<file path="config.mk">
export PLATFORM = sky130hd
export DESIGN_NAME = bitmap_set_clear_find_next_top
export DESIGN_NICKNAME = d
export VERILOG_FILES = /design/src/hdl/bscfn_pkg.sv /design/src/hdl/bscfn_datapath.sv /design/src/hdl/bscfn_ctrl.sv /design/src/hdl/bitmap_set_clear_find_next_top.sv
export SDC_FILE = /design/constraint.sdc
export NUM_CORES = 1
export LEC_CHECK = 0
export BUFFER_PORTS_ARGS = -buffer_cell sky130_fd_sc_hd__buf_2
export CELL_PAD_IN_SITES_DETAIL_PLACEMENT = 1
export CELL_PAD_IN_SITES_GLOBAL_PLACEMENT = 1
export CORE_ASPECT_RATIO = 0.75
export CORE_MARGIN = 2
export CORE_UTILIZATION = 30
export CTS_CLUSTER_SIZE = 8
export DETAILED_ROUTE_END_ITERATION = 8
export PLACE_DENSITY = 0.57
export SETUP_SLACK_MARGIN = 0.1
export SYNTH_ARGS = -nofsm -noshare
export SYNTH_HDL_FRONTEND = slang
export SYNTH_HIERARCHICAL = 1
export SYNTH_SLANG_ARGS = --single-unit
</file>
<file path="constraint.sdc">
create_clock -name i_clk -period 6.95 [get_ports i_clk]
set_clock_uncertainty 0.05 [all_clocks]
set_input_delay 0.3475 -clock i_clk [delete_from_list [all_inputs] [get_ports i_clk]]
set_output_delay 0.3475 -clock i_clk [all_outputs]
set_load 0.02 [all_outputs]
</file>
<file path="src/hdl/bscfn_pkg.sv">
`default_nettype none
package bscfn_pkg;

    localparam int MAP_BITS   = 256;
    localparam int ACTION_W   = 3;
    localparam int INDEX_W    = 9;
    localparam int CFG_W      = 9;
    localparam int FOUND_W    = 8;
    localparam int CFG_RESET  = 256;
    localparam int WORD_W     = (MAP_BITS < 32) ? MAP_BITS : 32;
    localparam int NUM_WORDS  = MAP_BITS / WORD_W;
    localparam int BIT_W      = $clog2(WORD_W);
    localparam int WORD_IDX_W = (NUM_WORDS > 1) ? $clog2(NUM_WORDS) : 1;
    localparam int BIT_IDX_W  = $clog2(MAP_BITS);
    localparam int POS_W      = (BIT_IDX_W + 1 > CFG_W) ? BIT_IDX_W + 1 : CFG_W;

    localparam logic [ACTION_W-1:0] ACT_GET        = 3'd0;
    localparam logic [ACTION_W-1:0] ACT_SET        = 3'd1;
    localparam logic [ACTION_W-1:0] ACT_CLEAR      = 3'd2;
    localparam logic [ACTION_W-1:0] ACT_NEXT_SET   = 3'd3;
    localparam logic [ACTION_W-1:0] ACT_NEXT_CLEAR = 3'd4;
    localparam logic [ACTION_W-1:0] ACT_CLEAR_ALL  = 3'd5;

    typedef logic [WORD_W-1:0] t_word;

    typedef enum logic [1:0] {
        S_IDLE,
        S_EXEC,
        S_EMIT
    } t_state;

    typedef struct packed {
        logic load;
        logic step;
        logic emit;
    } t_cmd;

    typedef struct packed {
        logic is_search;
        logic is_clear_all;
        logic hit;
        logic last;
    } t_sts;

endpackage
`default_nettype wire

</file>
<file path="src/hdl/bscfn_datapath.sv">
`default_nettype none
module bscfn_datapath (
    input  wire logic                            i_clk,
    input  wire logic                            i_rst_n,
    input  wire bscfn_pkg::t_cmd                 i_cmd,
    output bscfn_pkg::t_sts                      o_sts,
    input  wire logic                            i_cfg_valid,
    input  wire logic [bscfn_pkg::CFG_W-1:0]     i_cfg_bits_in_use,
    input  wire logic [bscfn_pkg::ACTION_W-1:0]  i_action,
    input  wire logic [bscfn_pkg::INDEX_W-1:0]   i_bit_index,
    output logic                                 o_bit_value,
    output logic                                 o_found,
    output logic [bscfn_pkg::FOUND_W-1:0]        o_found_index
);
    import bscfn_pkg::*;

    logic [CFG_W-1:0]      r_cfg;
    t_word                 r_mem [NUM_WORDS];
    logic [ACTION_W-1:0]   r_action;
    logic [POS_W-1:0]      r_idx;
    logic [POS_W-1:0]      r_lim;
    logic [WORD_IDX_W-1:0] r_word;
    logic                  r_value;
    logic                  r_found;
    logic [FOUND_W-1:0]    r_pos;
    logic                  r_o_value;
    logic                  r_o_found;
    logic [FOUND_W-1:0]    r_o_pos;

    logic [POS_W-1:0]      cfg_ext;
    logic [POS_W-1:0]      n_lim;
    logic [POS_W-1:0]      in_idx_ext;
    logic [WORD_IDX_W-1:0] n_word;
    logic                  in_range;
    logic [WORD_IDX_W-1:0] acc_word;
    logic [BIT_W-1:0]      acc_bit;
    t_word                 acc_data;
    t_word                 cur_word;
    logic [POS_W-1:0]      word_base;
    logic [POS_W-1:0]      next_base;
    t_word                 in_lim;
    t_word                 cand;
    logic                  want;
    logic                  hit;
    logic [BIT_W-1:0]      hit_bit;
    logic [POS_W-1:0]      hit_pos;
    logic                  is_search;
    logic                  is_clear_all;
    logic                  last;

    always_comb begin
        cfg_ext    = POS_W'(r_cfg);
        n_lim      = (cfg_ext > POS_W'(MAP_BITS)) ? POS_W'(MAP_BITS) : cfg_ext;
        in_idx_ext = POS_W'(i_bit_index);
        n_word     = (i_action == ACT_CLEAR_ALL) ? '0 : in_idx_ext[BIT_W +: WORD_IDX_W];
        in_range   = r_idx < r_lim;
        acc_word   = r_idx[BIT_W +: WORD_IDX_W];
        acc_bit    = r_idx[BIT_W-1:0];
        acc_data   = r_mem[acc_word];
        cur_word   = r_mem[r_word];
        word_base  = POS_W'(r_word) << BIT_W;
        next_base  = word_base + POS_W'(WORD_W);
        want       = (r_action == ACT_NEXT_SET);
        for (int b = 0; b < WORD_W; b++) begin
            in_lim[b] = (word_base + POS_W'(b)) < r_lim;
            cand[b]   = in_lim[b] && ((word_base + POS_W'(b)) >= r_idx)
                        && (cur_word[b] == want);
        end
        hit     = |cand;
        hit_bit = '0;
        for (int b = WORD_W - 1; b >= 0; b--) begin
            if (cand[b]) begin
                hit_bit = BIT_W'(b);
            end
        end
        hit_pos      = word_base + POS_W'(hit_bit);
        is_search    = (r_action == ACT_NEXT_SET) || (r_action == ACT_NEXT_CLEAR);
        is_clear_all = (r_action == ACT_CLEAR_ALL);
        last         = (r_word == WORD_IDX_W'(NUM_WORDS - 1)) || (next_base >= r_lim);
    end

    assign o_sts.is_search    = is_search;
    assign o_sts.is_clear_all = is_clear_all;
    assign o_sts.hit          = hit;
    assign o_sts.last         = last || (is_search && !in_range);

    always_ff @(posedge i_clk) begin
        if (!i_rst_n) begin
            r_cfg <= CFG_W'(CFG_RESET);
        end else if (i_cfg_valid) begin
            r_cfg <= i_cfg_bits_in_use;
        end
    end

    always_ff @(posedge i_clk) begin
        if (!i_rst_n) begin
            for (int w = 0; w < NUM_WORDS; w++) begin
                r_mem[w] <= '0;
            end
        end else if (i_cmd.step) begin
            unique case (r_action)
                ACT_SET: begin
                    if (in_range) begin
                        r_mem[acc_word][acc_bit] <= 1'b1;
                    end
                end
                ACT_CLEAR: begin
                    if (in_range) begin
                        r_mem[acc_word][acc_bit] <= 1'b0;
                    end
                end
                ACT_CLEAR_ALL: begin
                    r_mem[r_word] <= cur_word & ~in_lim;
                end
                default: begin
                end
            endcase
        end
    end

    always_ff @(posedge i_clk) begin
        if (i_cmd.load) begin
            r_action <= i_action;
            r_idx    <= in_idx_ext;
            r_lim    <= n_lim;
            r_word   <= n_word;
            r_value  <= 1'b0;
            r_found  <= 1'b0;
            r_pos    <= '0;
        end else if (i_cmd.step) begin
            unique case (r_action)
                ACT_GET: begin
                    r_value <= in_range && acc_data[acc_bit];
                end
                ACT_NEXT_SET, ACT_NEXT_CLEAR: begin
                    if (hit) begin
                        r_found <= 1'b1;
                        r_pos   <= hit_pos[FOUND_W-1:0];
                    end else if (!last) begin
                        r_word <= r_word + 1'b1;
                    end
                end
                ACT_CLEAR_ALL: begin
                    if (!last) begin
                        r_word <= r_word + 1'b1;
                    end
                end
                default: begin
                end
            endcase
        end
        if (i_cmd.emit) begin
            r_o_value <= r_value;
            r_o_found <= r_found;
            r_o_pos   <= r_pos;
        end
    end

    assign o_bit_value   = r_o_value;
    assign o_found       = r_o_found;
    assign o_found_index = r_o_pos;

endmodule
`default_nettype wire

</file>
<file path="src/hdl/bscfn_ctrl.sv">
`default_nettype none
module bscfn_ctrl (
    input  wire logic            i_clk,
    input  wire logic            i_rst_n,
    input  wire logic            i_valid,
    output logic                 o_ready,
    output logic                 o_valid,
    input  wire logic            i_ready,
    output bscfn_pkg::t_cmd      o_cmd,
    input  wire bscfn_pkg::t_sts i_sts
);
    import bscfn_pkg::*;

    t_state r_state;
    t_state n_state;
    logic   r_out_valid;
    logic   n_out_valid;
    logic   out_free;
    logic   done;

    always_comb begin
        out_free = !r_out_valid || i_ready;
        if (i_sts.is_search) begin
            done = i_sts.hit || i_sts.last;
        end else if (i_sts.is_clear_all) begin
            done = i_sts.last;
        end else begin
            done = 1'b1;
        end
    end

    always_comb begin
        n_state = r_state;
        unique case (r_state)
            S_IDLE: begin
                if (i_valid) begin
                    n_state = S_EXEC;
                end
            end
            S_EXEC: begin
                if (done) begin
                    n_state = S_EMIT;
                end
            end
            S_EMIT: begin
                if (out_free) begin
                    n_state = S_IDLE;
                end
            end
            default: begin
                n_state = S_IDLE;
            end
        endcase
    end

    always_comb begin
        o_ready    = 1'b0;
        o_cmd.load = 1'b0;
        o_cmd.step = 1'b0;
        o_cmd.emit = 1'b0;
        unique case (r_state)
            S_IDLE: begin
                o_ready    = 1'b1;
                o_cmd.load = i_valid;
            end
            S_EXEC: begin
                o_cmd.step = 1'b1;
            end
            S_EMIT: begin
                o_cmd.emit = out_free;
            end
            default: begin
            end
        endcase
        if (o_cmd.emit) begin
            n_out_valid = 1'b1;
        end else if (i_ready) begin
            n_out_valid = 1'b0;
        end else begin
            n_out_valid = r_out_valid;
        end
    end

    always_ff @(posedge i_clk) begin
        if (!i_rst_n) begin
            r_state     <= S_IDLE;
            r_out_valid <= 1'b0;
        end else begin
            r_state     <= n_state;
            r_out_valid <= n_out_valid;
        end
    end

    assign o_valid = r_out_valid;

    a_emit_when_free: assert property (@(posedge i_clk) disable iff (!i_rst_n)
        o_cmd.emit |-> (!r_out_valid || i_ready))
        else $error("result emitted over an untaken item");

    a_accept_to_exec: assert property (@(posedge i_clk) disable iff (!i_rst_n)
        (i_valid && o_ready) |=> (r_state == S_EXEC))
        else $error("accepted item not executed");

    a_done_to_emit: assert property (@(posedge i_clk) disable iff (!i_rst_n)
        (r_state == S_EXEC && done) |=> (r_state == S_EMIT))
        else $error("finished item did not reach emit");

    a_emit_valid: assert property (@(posedge i_clk) disable iff (!i_rst_n)
        o_cmd.emit |=> r_out_valid)
        else $error("emitted result not presented");

endmodule
`default_nettype wire

</file>
<file path="src/hdl/bitmap_set_clear_find_next_top.sv">
`default_nettype none
// Bit map of 256 bits, cleared at reset, with get, set, clear, next-set search, next-clear
// search and clear-all actions, each item giving one result. Get, set and clear finish in
// a single step of the store; a search or clear-all scans the store one 32-bit word per
// cycle, stopping when a search hits, so it takes longer the more words it visits. One
// item is worked on at a time, and the next item is accepted while a finished result
// still waits in the output register; a result that is not taken holds the block until
// it is.
module bitmap_set_clear_find_next_top (
    input  wire logic                            i_clk,
    input  wire logic                            i_rst_n,
    input  wire logic                            i_valid,
    output logic                                 o_ready,
    input  wire logic [bscfn_pkg::ACTION_W-1:0]  i_action,
    input  wire logic [bscfn_pkg::INDEX_W-1:0]   i_bit_index,
    output logic                                 o_valid,
    input  wire logic                            i_ready,
    output logic                                 o_bit_value,
    output logic                                 o_found,
    output logic [bscfn_pkg::FOUND_W-1:0]        o_found_index,
    input  wire logic                            i_cfg_valid,
    output logic                                 o_cfg_ready,
    input  wire logic [bscfn_pkg::CFG_W-1:0]     i_cfg_bits_in_use
);
    import bscfn_pkg::*;

    t_cmd cmd;
    t_sts sts;

    assign o_cfg_ready = 1'b1;

    bscfn_ctrl u_ctrl (
        .i_clk   (i_clk),
        .i_rst_n (i_rst_n),
        .i_valid (i_valid),
        .o_ready (o_ready),
        .o_valid (o_valid),
        .i_ready (i_ready),
        .o_cmd   (cmd),
        .i_sts   (sts)
    );

    bscfn_datapath u_datapath (
        .i_clk             (i_clk),
        .i_rst_n           (i_rst_n),
        .i_cmd             (cmd),
        .o_sts             (sts),
        .i_cfg_valid       (i_cfg_valid),
        .i_cfg_bits_in_use (i_cfg_bits_in_use),
        .i_action          (i_action),
        .i_bit_index       (i_bit_index),
        .o_bit_value       (o_bit_value),
        .o_found           (o_found),
        .o_found_index     (o_found_index)
    );

endmodule
`default_nettype wire
</file>
==> impl_metrics.toml, run 1 <==
[timing]
finalCritPeriodShare = 0.6877
finalHoldViolCount = 0
slew_headroom = 0.1141
slew_viol_final = 0
hold_ws_ns = 0.04260
post-route-worst-setup-slack_ns = 2.170
period_minus_slack_ns = 4.780
finalSetupViolCount = 0
worst_pin_slew_ns = 1.324
fmax_mhz = 209.2
fin_tns_setup_ns = 0
rsz0062_at_grt = "false"

[floorplan]
die_w_microns = 305.9
die_h_microns = 230.4
io-pin-count = 39
rows = 82
start_util = 0.3051
dieArea_sq_mm = 0.07046
core_area_sq_mm = 0.06720

[clocking]
h-tree-depth = 2
numCtsBuffers = 46
cts_tree = "done"
cts_max_path_buffers = 3
root_buffer = "clkbuf_16"
worst_setup_hold_path_clk_slew_ns = 0.05
cts_sinks = 318
clkLatencyLatePin_ns = 0.59

[global_routing]
grt.overflow.total = 0
antenna_found_initial = 2
grt_pass1_wl_microns = 126300
grt_max_degree = 53
grt_pass1_vias = 17780
grt_usage = 0.2434

[synthesis]
yosys_warnings = 6
synth_area_per_cell_sq_um = 10.93
syn-cell-area_sq_mm = 0.02050
ys_types = 94
async_flop_share = 0
ys_seq_area_frac = 0.4521
synth-seq-cells = 318
syn-instance-count = 1875
syn_nets = 1923
synth_ff_type = "edfxtp_1"
synth_edf_count = 290

[setup_path]
critical-path-max-stage-delay_ns = 0.75
worst_path_max_delay_cell = "and3_1"
worstPathCellList = "nand2b_1 > nor2_1 > and3_1 > o21ai_0 > nand2_2 > buf_4 > o21a_1 > buf_4 > o21ai_0"
r2r_setup_slack_ns = 2.17
r2r_start = "u_datapath/r_action[1]"
cp_data_required_time_ns = 7.18
startpoint_type = "flop"
critPathCaptureType = "flop"
worstPathArrival_ns = 5.01
crit_type = "flop to flop"
crit_path_max_fanout = 40
reg2reg_to = "u_datapath/r_mem[3][27]"
worstRegToRegCells = 9

[placed_design]
post-place-ws_ns = 2.328
dpl_cell_area_sq_mm = 0.02136
place.gp.congestion = 0.9551
portBuffers = 37
dp_hpwl_microns = 56140

[hold_path]
holdPathStages = 3
holdPathEnd = "u_ctrl/o_valid"
min_from = "i_ready"
hold_path.class = "input pin to flop"

[final_layout]
mostFrequentLayoutCells = "o21ai_0 (291), edfxtp_1 (290), nor2_1 (272)"
final_area_sq_mm = 0.02287
final_common_cell = "o21ai_0"
final-seq-area_sq_mm = 0.009284
synthToLayoutAreaGrowth_pct = 11.55
n_fill_cell = 7316
multiInputGateArea_sq_mm = 0.01035
nNetsFinal = 1894
drive_gt1_frac = 0.1803

[detailed_routing]
detail_route.wl_per_cell_microns = 31.53
vias = 17280
drt_iter0_markers = 2155
postRouteAntennaNets = 0
dr.pass1.iters = 5
wl_microns = 86420
drc = 0
avgViaCountPerCell = 6.303

[outcome]
status = "finished clean"

[power_and_ir_drop]
p_leak_nw = 7.337
power_density_mw_per_mm2 = 267.9
total_power_mw = 6.126
ir_worst_vdd_mv = 0.1645

[flow_run]
maxCapViolCount = 0
-- critical path, delay by kind of cell, from the launching register on --
family / cells / cell delay, ns
AND/OR/NAND/NOR: 4 / 1.78
flip-flops: 1 / 0.46
buffers and inverters: 2 / 1.17
AO/OA/AOI/OAI: 3 / 0.96
-- cell type report --
type	instances	area share
inverters	28	0.004596
flip-flops and latches	318	0.4060
diodes	1	0.0001094
clock inverters	3	0.001696
repair buffers	101	0.03195
multi-input cells	1351	0.4525
well taps	882	0.04825
clock buffers	57	0.05493
-- cell families (layout without fill, tap and decap cells) --
group           count (synthesis)  count (layout)  synth area share
compound gates                536             536            0.1619
fa+ha+maj                      22              22           0.01343
flops                         318             318            0.4521
buf+inv                       206             189           0.04419
other cells                     1               2         0.0001829
xor+xnor                       20              20          0.008544
mux                           198             198            0.1890
simple gates                  574             574            0.1307
-- Yosys cell counts, drive strengths merged (26+ instances only) --
| cell | instances | area, sq um |
|---|---|---|
| nand2 | 83 | 311.6 |
| mux2i | 46 | 504.2 |
| nor2b | 29 | 183.9 |
| nor2 | 275 | 1042 |
| nor3 | 61 | 326.6 |
| nand3 | 50 | 250.2 |
| mux4 | 146 | 3303 |
| inv | 26 | 97.59 |
| clkbuf | 128 | 480.5 |
| dfxtp | 28 | 560.5 |
| buf | 50 | 320.3 |
| a21oi | 63 | 319.1 |
| edfxtp | 290 | 8708 |
| a211oi | 29 | 242.7 |
| o21ai | 292 | 1461 |
-- stage by stage --
stage / utilization / instances
after floorplan: - / 1875
after global placement: 0.3179 / 2659
after detailed placement: 0.3179 / 2659
after CTS: 0.3403 / 2740
after global routing: 0.3403 / 2740
final: 0.3403 / 2741
-- what timing repair did --
action                                 in CTS  in global routing
endpoints found under the hold margin      22                  0
hold buffers                               21                  0
resized for setup                           0                  0
setup buffers                               0                  0
-- worst max-delay path by stage --
stage,start,end,depth (start not counted)
final,u_datapath/r_action[1],u_datapath/r_mem[3][27],9
after detailed placement,u_datapath/r_action[1],u_datapath/r_mem[3][27],9
after global placement,u_datapath/r_action[1],u_datapath/r_mem[3][31],9
after CTS,u_datapath/r_action[1],u_datapath/r_mem[3][27],9
after floorplan,u_datapath/r_lim[1],u_datapath/r_mem[2][20],16
after global routing,u_datapath/r_action[1],u_datapath/r_mem[3][27],9
-- power by group --
group | internal (mW) | total [mW] | switching, mW
sequential | 2.17 | 2.33 | 0.154
combinational | 0.640 | 1.66 | 1.02
clock | 1.28 | 2.14 | 0.855
total | 4.10 | 6.13 | 2.03
-- sequential cells by signal, indices dropped and copies added, names as in the netlist, named ones only --
| name | flops |
|---|---|
| u_datapath/r_found | 1 |
| u_datapath/r_pos | 8 |
| u_datapath/cfg_ext | 9 |
| u_datapath/r_idx | 9 |
| u_datapath/o_bit_value | 1 |
| u_datapath/o_found_index | 8 |
| u_ctrl/r_state | 2 |
| u_datapath/r_mem | 256 |
| u_datapath/r_lim | 9 |
| u_datapath/r_action | 3 |
| u_datapath/r_value | 1 |
| u_datapath/r_word | 3 |
| u_ctrl/o_valid | 1 |
| u_datapath/o_found | 1 |
-- routing by layer --
metal	GRT usage	share of wire	up-vias	wire, microns
met3	0.05719	0.096	138	8260
met1	0.3570	0.45	9107	39030
met4	0.05834	0.021	0	1834
li1	-	-	7152	-
met5	0	0	-	0
met2	0.3612	0.43	879	37290
No activity file was read; power rests on OpenSTA's default activity.
==> inputs of run 2 (changes only) <==
- PLACE_DENSITY: 0.57 -> 0.59
- clock period: 6.95 -> 4.2 ns (I/O delays scaled with it)
==> impl_metrics.toml, run 2 (synthesis gave the netlist of run 1 again) <==
[floorplan]
io-pin-count = 39
core_area_sq_mm = 0.06720
die_h_microns = 230.4
start_util = 0.3051
dieArea_sq_mm = 0.07046
die_w_microns = 305.9
rows = 82

[timing]
period_minus_slack_ns = 3.897
slew_headroom = 0.1862
finalSetupViolCount = 0
fmax_mhz = 256.6
finalHoldViolCount = 0
worst_pin_slew_ns = 1.221
rsz0062_at_grt = "false"
slew_viol_final = 0
fin_tns_setup_ns = 0
finalCritPeriodShare = 0.9278

[setup_path]
crit_type = "flop to flop"
crit_path_max_fanout = 19
crit_family = "multiplexers"
cp_num_buf_inv = 2
critPathCaptureType = "flop"
critical-path-max-stage-delay_ns = 0.66
worst_path_max_delay_cell = "dfxtp_4"
worstRegToRegCells = 10
startpoint_type = "flop"
cp_num_cells = 10
worstPathArrival_ns = 4.12
worstPathCellList = "buf_4 > mux4_2 > mux2i_1 > o221ai_1 > a22oi_1 > nand2_1 > nor3_4 > nor2_2 > o21ba_1 > inv_1"
cp_data_required_time_ns = 4.42

[power_and_ir_drop]
netSwitchingPower_mw = 3.412
power_density_mw_per_mm2 = 428.4
p_seq_frac = 0.370
p_leak_nw = 7.841
internal-power_mw = 6.767
p_comb_frac = 0.303
p_clk_frac = 0.327
ir_worst_vdd_mv = 0.2316
switching_share = 0.3352

[final_layout]
synthToLayoutAreaGrowth_pct = 15.90
final-seq-area_sq_mm = 0.009284
final_common_cell = "o21ai_0"
nNetsFinal = 1992
final_area_sq_mm = 0.02376
fin_cells = 2846
multiInputGateArea_sq_mm = 0.01035
n_fill_cell = 7337
largest_reg_flops = 256
mostFrequentLayoutCells = "o21ai_0 (291), edfxtp_1 (290), nor2_1 (273)"
top_register = "u_datapath/r_mem"
drive_gt1_frac = 0.2141

[detailed_routing]
detail_route.wl_per_cell_microns = 31.70
avgViaCountPerCell = 6.233
dr.pass1.iters = 5
vias = 17740
postRouteAntennaNets = 0
drt_iter0_markers = 2334
wl_microns = 90230
drc = 0

[clocking]
cts_sinks = 318
numCtsBuffers = 45
h-tree-depth = 2
clkLatencyLatePin_ns = 0.57
root_buffer = "clkbuf_16"
cts_max_path_buffers = 3
cts_tree = "done"
worst_setup_hold_path_clk_slew_ns = 0.05

[hold_path]
holdPathStages = 2
hold_path.class = "input pin to flop"
min_from = "i_rst_n"

[global_routing]
grt_pass1_wl_microns = 129600
grt_usage = 0.2535
antenna_found_initial = 2
grt_max_degree = 40
grt_pass1_vias = 18060
grt.overflow.total = 0

[placed_design]
place.gp.congestion = 0.9445
dpl_cell_area_sq_mm = 0.02223
dp_hpwl_microns = 58860
dp.cells = 2749
portBuffers = 37

[outcome]
status = "finished clean"

[flow_run]
maxCapViolCount = 0
==> run 2: worst register-to-register path, cell delays in order, from the launching register on <==
cell and delay (ns):
dfxtp_4 0.66, buf_4 0.38, mux4_2 0.33, mux2i_1 0.54, o221ai_1 0.26, a22oi_1 0.37, nand2_1 0.26, nor3_4 0.31
nor2_2 0.10, o21ba_1 0.21, inv_1 0.13
==> run 2: path summary, 6_finish.rpt <==
| path | end | slack, ns |
|---|---|---|
| setup / recovery | u_datapath/r_word[1] | 0.30 |
| hold / removal | u_datapath/cfg_ext[4] | 0.02 |
| setup reg to reg | u_datapath/r_word[1] | 0.30 |
| hold reg to reg | u_datapath/o_found_index[5] | 0.39 |
==> run 2: per-stage QoR <==
stage / hold WS (ns) / utilization / worst slack [ns] / total power, mW
after floorplan: 0.2589 / - / 0.7273 / 5.678
after global placement: 0.3431 / 0.3309 / 0.3968 / 6.754
after detailed placement: 0.3416 / 0.3309 / 0.3427 / 6.812
after CTS: 0.006292 / 0.3533 / 0.3380 / 10.16
after global routing: 0.02775 / 0.3535 / 0.1570 / 10.52
final: 0.01738 / 0.3536 / 0.3031 / 10.18
==> run 2: power by group through the flow <==
stage	clock, mW	combinational [mW]	sequential, mW
2_1_floorplan	0	1.97	3.71
4_1_cts	3.38	3.02	3.76
3_5_place_dp	0	2.99	3.82
6_report	3.33	3.08	3.77
5_1_grt	3.50	3.24	3.78
3_3_place_gp	0	2.94	3.81
==> run 2: layout make-up <==
type	instances	share of cell area
antenna	2	0.0002106
tap	882	0.04645
inverter	28	0.004423
sequential	318	0.3907
timing repair buffer	200	0.07141
clock buffer	63	0.05024
multi-input combinational	1351	0.4358
clock inverter	2	0.0007372
==> run 2: timing repair <==
action / CTS / global route
endpoints found under the setup margin: 0 / 3
hold endpoints to repair: 24 / 0
hold buffers: 30 / 0
resized for setup: 0 / 2
setup buffers: 0 / 0
==> run 2: metal layers <==
layer	vias up	wire [microns]	track usage
li1	7359	-	-
met1	9275	38470	0.3516
met2	958	38730	0.3766
met3	146	10620	0.08244
met4	0	2421	0.07343
met5	-	0	0
